<file path="config.mk">
export PLATFORM = sky130hd
export DESIGN_NAME = multi_valve_one_shot_timer_core
export DESIGN_NICKNAME = d
export VERILOG_FILES = /design/src/rtl/mvot_pkg.sv /design/src/rtl/mvot_cmp_sub.sv /design/src/rtl/multi_valve_one_shot_timer_core.sv
export SDC_FILE = /design/constraint.sdc
export NUM_CORES = 1
export LEC_CHECK = 0
export BUFFER_PORTS_ARGS = -buffer_cell sky130_fd_sc_hd__buf_2
export CORE_UTILIZATION = 61
export DETAILED_ROUTE_END_ITERATION = 16
export PLACE_DENSITY_LB_ADDON = 0.15
export SKIP_CTS_REPAIR_TIMING = 1
export SLEW_MARGIN = 15
export SYNTH_ARGS = -nofsm -noshare
export SYNTH_HDL_FRONTEND = slang
export SYNTH_SLANG_ARGS = --single-unit
</file>
<file path="constraint.sdc">
create_clock -name clk -period 5 [get_ports clk]
set_input_delay 0.5 -clock clk [delete_from_list [all_inputs] [get_ports clk]]
set_output_delay 0.5 -clock clk [all_outputs]
set_load 0.01 [all_outputs]
</file>
<file path="src/rtl/mvot_pkg.sv">
// Package for the multi-valve one-shot timer: beat structs, opcodes, sequencer states
// and the fixed field widths. No dependencies.
package mvot_pkg;

  // Field widths fixed by the beat formats
  localparam int DUR_W   = 15;            // duration field
  localparam int ELP_W   = DUR_W + 1;     // elapsed counter, saturating
  localparam int PROG_W  = 7;             // progress percentage
  localparam int NUM_W   = ELP_W + PROG_W; // elapsed * 100 and remainder
  localparam int MASK_W  = 4;             // valve mask fields
  localparam int MAX_CH  = 4;             // channels carried by a start beat
  localparam int PCT     = 100;
  localparam int QBIT_W  = $clog2(PROG_W);

  // Opcodes
  localparam logic OP_TICK  = 1'b0;
  localparam logic OP_START = 1'b1;

  typedef struct packed {
    logic             opcode;
    logic [DUR_W-1:0] duration_a;
    logic [DUR_W-1:0] duration_b;
    logic [DUR_W-1:0] duration_c;
    logic [DUR_W-1:0] duration_d;
  } mvot_in_t;

  typedef struct packed {
    logic [MASK_W-1:0] open_mask;
    logic [MASK_W-1:0] closed_now;
    logic              busy_res;
    logic [PROG_W-1:0] progress;
  } mvot_out_t;

  typedef enum logic [2:0] {
    ST_IDLE,
    ST_SCAN,
    ST_MUL,
    ST_DIV,
    ST_FIN
  } mvot_state_t;

endpackage

</file>
<file path="src/rtl/mvot_cmp_sub.sv">
// Shared compare/subtract unit of the valve timer: unsigned a >= b and a - b.
// Depends on nothing; width is set by the instantiating module.
module mvot_cmp_sub #(
  parameter int W = 23
) (
  input  logic [W-1:0] a,
  input  logic [W-1:0] b,
  output logic         ge,
  output logic [W-1:0] diff
);

  logic [W:0] sub;

  // One subtractor; the borrow gives the compare
  assign sub  = {1'b0, a} - {1'b0, b};
  assign ge   = ~sub[W];
  assign diff = sub[W-1:0];

endmodule

</file>
<file path="src/rtl/multi_valve_one_shot_timer_core.sv">
// Top level of the multi-valve one-shot timer: sequencer, state and result register.
// Depends on mvot_pkg and mvot_cmp_sub.
//
//   channel  dir  beat type   handshake
//   in_      in   mvot_in_t   in_valid / in_ready
//   out_     out  mvot_out_t  out_valid / out_ready
//
// One beat at a time through a single compare/subtract unit:
//   tick while idle: IDLE then FIN; start: IDLE, a scan of the channels, then FIN;
//   tick while busy: the same scan, plus MUL and the 7-step DIV when a valve is still running.
// The channel scan and the 7-step restoring division for progress set these sequences.
// Reset (rst_n low, synchronous) closes all valves and clears the timer.
// The result sits in an output register; a stalled out_ready holds the
// sequencer in its final step, and in_ready stays low until it is free.
module multi_valve_one_shot_timer_core #(
  parameter int CHANNELS = mvot_pkg::MAX_CH
) (
  input  logic              clk,
  input  logic              rst_n,
  input  logic              in_valid,
  output logic              in_ready,
  input  mvot_pkg::mvot_in_t  in_data,
  output logic              out_valid,
  input  logic              out_ready,
  output mvot_pkg::mvot_out_t out_data
);

  import mvot_pkg::*;

  localparam int CH_W = (CHANNELS > 1) ? $clog2(CHANNELS) : 1;

  mvot_state_t state_r, state_nxt;

  logic                   op_r;
  logic [DUR_W-1:0]       dur_r [CHANNELS];
  logic [DUR_W-1:0]       longest_r;
  logic [ELP_W-1:0]       elapsed_r;
  logic [CHANNELS-1:0]    open_r;
  logic [CHANNELS-1:0]    closed_r;
  logic                   running_r;
  logic                   active_r;
  logic [CH_W-1:0]        ch_r;
  logic [NUM_W-1:0]       rem_r;
  logic [PROG_W-1:0]      quo_r;
  logic [QBIT_W-1:0]      qbit_r;
  logic                   out_valid_r;
  mvot_out_t              out_data_r;

  logic                   in_fire;
  logic                   ch_last;
  logic                   out_free;
  logic [DUR_W-1:0]       dur_in [MAX_CH];
  logic                   start_any;
  logic [DUR_W-1:0]       dur_cur;
  logic                   chan_active;
  logic [NUM_W-1:0]       alu_a, alu_b, alu_diff;
  logic                   alu_ge;
  logic [NUM_W-1:0]       elp_ext;
  logic [MASK_W-1:0]      open_ext, closed_ext;

  assign in_fire  = in_valid && in_ready;
  assign ch_last  = (ch_r == CH_W'(CHANNELS - 1));
  assign out_free = !out_valid_r || out_ready;
  assign dur_cur  = dur_r[ch_r];
  assign elp_ext  = NUM_W'(elapsed_r);

  assign dur_in[0] = in_data.duration_a;
  assign dur_in[1] = in_data.duration_b;
  assign dur_in[2] = in_data.duration_c;
  assign dur_in[3] = in_data.duration_d;

  // Any channel given a nonzero duration on a start beat
  always_comb begin
    start_any = 1'b0;
    for (int i = 0; i < CHANNELS; i++) begin
      if (dur_in[i] != '0) start_any = 1'b1;
    end
  end

  // Operand select for the shared unit
  always_comb begin
    alu_a = rem_r;
    alu_b = NUM_W'(longest_r) << qbit_r;
    if (state_r == ST_SCAN) begin
      if (op_r == OP_START) begin
        alu_a = NUM_W'(longest_r);
        alu_b = NUM_W'(dur_cur);
      end else begin
        alu_a = NUM_W'(dur_cur);
        alu_b = elp_ext;
      end
    end
  end

  mvot_cmp_sub #(.W(NUM_W)) u_alu (
    .a    (alu_a),
    .b    (alu_b),
    .ge   (alu_ge),
    .diff (alu_diff)
  );

  // Channel still counting: nonzero duration not yet passed
  assign chan_active = (dur_cur != '0) && alu_ge;

  // Next state
  always_comb begin
    state_nxt = state_r;
    unique case (state_r)
      ST_IDLE: begin
        if (in_valid) begin
          if (in_data.opcode == OP_START || running_r) state_nxt = ST_SCAN;
          else state_nxt = ST_FIN;
        end
      end
      ST_SCAN: begin
        if (ch_last) begin
          if (op_r == OP_TICK && (active_r || chan_active)) state_nxt = ST_MUL;
          else state_nxt = ST_FIN;
        end
      end
      ST_MUL:  state_nxt = ST_DIV;
      ST_DIV: begin
        if (qbit_r == '0) state_nxt = ST_FIN;
      end
      ST_FIN: begin
        if (out_free) state_nxt = ST_IDLE;
      end
      default: state_nxt = ST_IDLE;
    endcase
  end

  // Handshake outputs
  always_comb begin
    in_ready  = (state_r == ST_IDLE);
    out_valid = out_valid_r;
    out_data  = out_data_r;
  end

  // Zero-extend channel masks to the beat width
  always_comb begin
    open_ext   = '0;
    closed_ext = '0;
    for (int i = 0; i < CHANNELS; i++) begin
      open_ext[i]   = open_r[i];
      closed_ext[i] = closed_r[i];
    end
  end

  // Control registers
  always_ff @(posedge clk) begin
    if (!rst_n) begin
      state_r     <= ST_IDLE;
      out_valid_r <= 1'b0;
    end else begin
      state_r <= state_nxt;
      if (state_r == ST_FIN && out_free) out_valid_r <= 1'b1;
      else if (out_ready) out_valid_r <= 1'b0;
    end
  end

  // Timer state
  always_ff @(posedge clk) begin
    if (!rst_n) begin
      for (int i = 0; i < CHANNELS; i++) dur_r[i] <= '0;
      longest_r <= '0;
      elapsed_r <= '0;
      open_r    <= '0;
      running_r <= 1'b0;
    end else begin
      unique case (state_r)
        ST_IDLE: begin
          if (in_fire) begin
            if (in_data.opcode == OP_START) begin
              elapsed_r <= '0;
              longest_r <= '0;
              running_r <= start_any;
              for (int i = 0; i < CHANNELS; i++) begin
                dur_r[i]  <= dur_in[i];
                open_r[i] <= (dur_in[i] != '0);
              end
            end else if (running_r && elapsed_r != '1) begin
              elapsed_r <= elapsed_r + 1'b1;
            end
          end
        end
        ST_SCAN: begin
          if (op_r == OP_START) begin
            if (!alu_ge) longest_r <= dur_cur;
          end else begin
            if (dur_cur != '0 && !alu_ge) open_r[ch_r] <= 1'b0;
            if (ch_last) running_r <= active_r || chan_active;
          end
        end
        default: ;
      endcase
    end
  end

  // Per-beat working registers and result
  always_ff @(posedge clk) begin
    unique case (state_r)
      ST_IDLE: begin
        op_r     <= in_data.opcode;
        ch_r     <= '0;
        active_r <= 1'b0;
        closed_r <= '0;
        quo_r    <= '0;
      end
      ST_SCAN: begin
        ch_r <= ch_r + 1'b1;
        if (op_r == OP_TICK) begin
          if (chan_active) active_r <= 1'b1;
          if (dur_cur != '0 && !alu_ge && open_r[ch_r]) closed_r[ch_r] <= 1'b1;
        end
      end
      ST_MUL: begin
        // elapsed * 100 = e*64 + e*32 + e*4
        rem_r  <= (elp_ext << 6) + (elp_ext << 5) + (elp_ext << 2);
        qbit_r <= QBIT_W'(PROG_W - 1);
      end
      ST_DIV: begin
        if (alu_ge) begin
          rem_r         <= alu_diff;
          quo_r[qbit_r] <= 1'b1;
        end
        qbit_r <= qbit_r - 1'b1;
      end
      ST_FIN: begin
        if (out_free) begin
          out_data_r.open_mask  <= open_ext;
          out_data_r.closed_now <= closed_ext;
          out_data_r.busy_res   <= running_r;
          out_data_r.progress   <= running_r ? quo_r : '0;
        end
      end
      default: ;
    endcase
  end

endmodule

</file>
==> results by group <==
Cells and area
  – Fillers: about 1.3k
  – Cell Count, Final, Fillers Out: about 1.3k
  – Area grow syn2layout: 11.7%
  – Most common cell after layout, fill and taps aside: edfxtp_1
  – Commonest non-fill, non-tap cells in the layout: 117 x edfxtp_1, 95 x nand2_1, 82 x buf_2
  – # nets final: roughly 1.2k
  – Antenna Cells: 0
  – Area of the multi-input gates: between 5000 and 6000 sq um
  – Fraction of layout cells with a size suffix above 1: ~16%
  – Register area: around 4400 sq um

Clock tree
  – Maximum buffer depth of the clock tree: 2
  – CTS tree: built
  – H-tree depth: 4
  – Total CTS buffers: 17
  – Clk_lat worst skew: 440 ps
  – Clock-pin slew on the worst setup and hold paths: approximately 70 ps
  – Clock Sink Count: ~160
  – CTS Root Cell: clkbuf_16

Placement
  – GP Congestion: about 0.9
  – Dpl cells: about 1.3k
  – Port bufs: between 80 and 90
  – HPWL after DPL: between 15 and 20 mm

STA
  – Final setup vio count: 0
  – Rel. slew slack: 39.7%
  – Final hold vios: 0
  – Final setup TNS: 0 ps
  – Max Clock Skew: 10.4 ps
  – Fin crit share: 88.1%
  – Worst-margin pin slew: 904 ps
  – RSZ-0062 raised after global routing: no
  – Max-slew violation count: 0
  – Max Fclk: between 0.2 and 0.25 GHz
  – Final min period: about 4400 ps

Synth
  – EDFF count, synth: between 100 and 150
  – Cell taking the most area after synthesis: edfxtp_1
  – Net count after synthesis: ~1.1k
  – Ys async rst share: 0%
  – Primary FF master, synth: edfxtp_1
  – Yosys top cell area share: 34.0%
  – Ranking of synthesized cells by area: edfxtp_1 34%, dfxtp_1 8.1%, ha_1 7.3%, and3_1 4.4%, mux2i_1 3.7%
  – Yosys reg bits: around 160
  – Cell Area, Synth: between 10000 and 15000 sq um
  – Sequential area share after synthesis: 42.2%
  – Average size of a mapped cell: between 10 and 15 sq um
  – Mapped Cells: between 900 and 1k
  – Synth warn: 0
  – Number of library cell types mapped by synthesis: just under 80

Detailed routing
  – Via density: around 6.3
  – Drt pass-1 iters: 5
  – DR WL/cell: between 15 and 20 microns
  – Routed vias: roughly 8k
  – Detailed-route wire length: between 20 and 30 mm
  – ANT nets after route: 0
  – DRT iter0 DRCs: roughly 680
  – # DRC: 0

Pwr
  – Peak supply drop: between 0.0002 and 0.0003 V
  – Pwr Density: between 300 and 400 nW/um^2
  – Static Leak: 5.03 nW

Global route
  – Total gr overflow: 0
  – Largest net degree at the start of global routing: between 70 and 80
  – Vias in the first global route: 7627
  – First-pass GRT wire length: about 41 mm
  – Initial antenna violation count: 0
  – GRT Util Overall: between 30 and 40%

Run status
  – Status: finished, final reports clean

Die
  – FP Rows: 47
  – Initial Utilization: ~62%
  – # IOs: 83
  – Core Area: approximately 17000 sq um
  – Die area: between 15000 and 20000 sq um
  – Chip Height: roughly 130 microns
  – Width of the die: approximately 130 microns

Worst setup path
  – CP required: ~5100 ps
  – Worst reg2reg startpoint: qbit_r[1]
  – Flop2flop setup slack: 600 ps
  – Endpoint class of the critical path: flop
  – Worst-path fanout max: 17
  – Arr. time, crit path: between 4000 and 5000 ps
  – Worst r2r dst: closed_ext[1]
  – Reg2Reg Depth: 13
  – CP startpoint kind: flop
  – CP Class: reg2reg

Job
  – # Max-Cap Violations: 0

Hold path
  – HP Class: in2reg
  – Hold endpoint: dur_r[1][3]
  – Worst Hold Launch: in_data[33]
  – Hold depth: 2
[stage by stage]
step / area [sq um] / power (mW) / setup slack (ps) / hold WS [ps] / utilization, %
2_1_floorplan: 10300 / 2.63 / 919 / 425 / -
3_3_place_gp: 10900 / 2.92 / 760 / 441 / 65.7
3_5_place_dp: 10900 / 2.94 / 718 / 446 / 65.7
4_1_cts: 11500 / 4.38 / 667 / 374 / 69.6
5_1_grt: 11500 / 4.58 / 280 / 375 / 69.6
6_report: 11500 / 4.39 / 597 / 379 / 69.6
[worst max-delay path by stage]
| stage | from | to | slack [ps] | cells after the start |
|---|---|---|---|---|
| after floorplan | state_r[2] | rem_r[0] | 920 | 17 |
| after global placement | qbit_r[1] | closed_ext[1] | 760 | 13 |
| after detailed placement | qbit_r[1] | closed_ext[0] | 720 | 13 |
| after CTS | flop | rem_r[14] | 670 | 14 |
| after global routing | state_r[2] | rem_r[18] | 280 | 17 |
| final | qbit_r[1] | closed_ext[1] | 600 | 13 |
[critical path, cell delays in order (launching register included)]
cell and delay (ps):
edfxtp_1 770, mux2_2 420, o21ai_0 260, o21ai_0 170, o21ai_0 300, ha_1 360
and3_1 220, and3_1 190, a21oi_1 280, o211ai_2 180, a21boi_4 260, o21ai_2 140
nand3b_1 180, a21oi_1 330
[per-layer routing]
layer  track usage, %  wire (microns)
met1             43.4           11500
met2             47.4           11800
met3             4.61            1760
met4             11.0             716
met5                0               0
[registers in the layout, indices dropped and copies added, names as in the netlist, 2 cells and up, named ones only]
name        flops
out_data       16
qbit_r          3
quo_r           7
ch_r            2
open_ext        4
dur_r          60
longest_r      15
state_r         3
rem_r          23
elapsed_r      16
closed_ext      4
[power by group]
part	internal, mW	switching [mW]
registers	1.59	0.101
logic	0.504	0.753
clock network	0.855	0.592
total	2.95	1.45
[cell families after synthesis]
logic type               synth area share [%]
AO/OA/AOI/OAI                            14.1
adder cells (fa/ha/maj)                  9.98
flip-flops                               42.2
multiplexers                             9.06
XOR/XNOR                                 2.97
buffers and inverters                    3.21
AND/OR/NAND/NOR                          18.5
[synthesized netlist by cell type (all sizes together) (21+ instances only)]
cell    number
edfxtp     117
o21ai       68
clkbuf      41
ha          60
nand2       97
xnor2       21
mux2i       38
a21oi       41
nor2        67
nand3       23
dfxtp       42
nor3        25
and3        73
[area by class of cell]
type | instances | area share (%)
Multi-Input combinational cell | 763 | 49.0
Sequential cell | 159 | 37.7
Inverter | 20 | 0.662
Timing Repair Buffer | 97 | 4.64
Tap cell | 220 | 2.39
Clock inverter | 14 | 1.93
Clock buffer | 17 | 3.69
(Power assumes the default switching activity.)
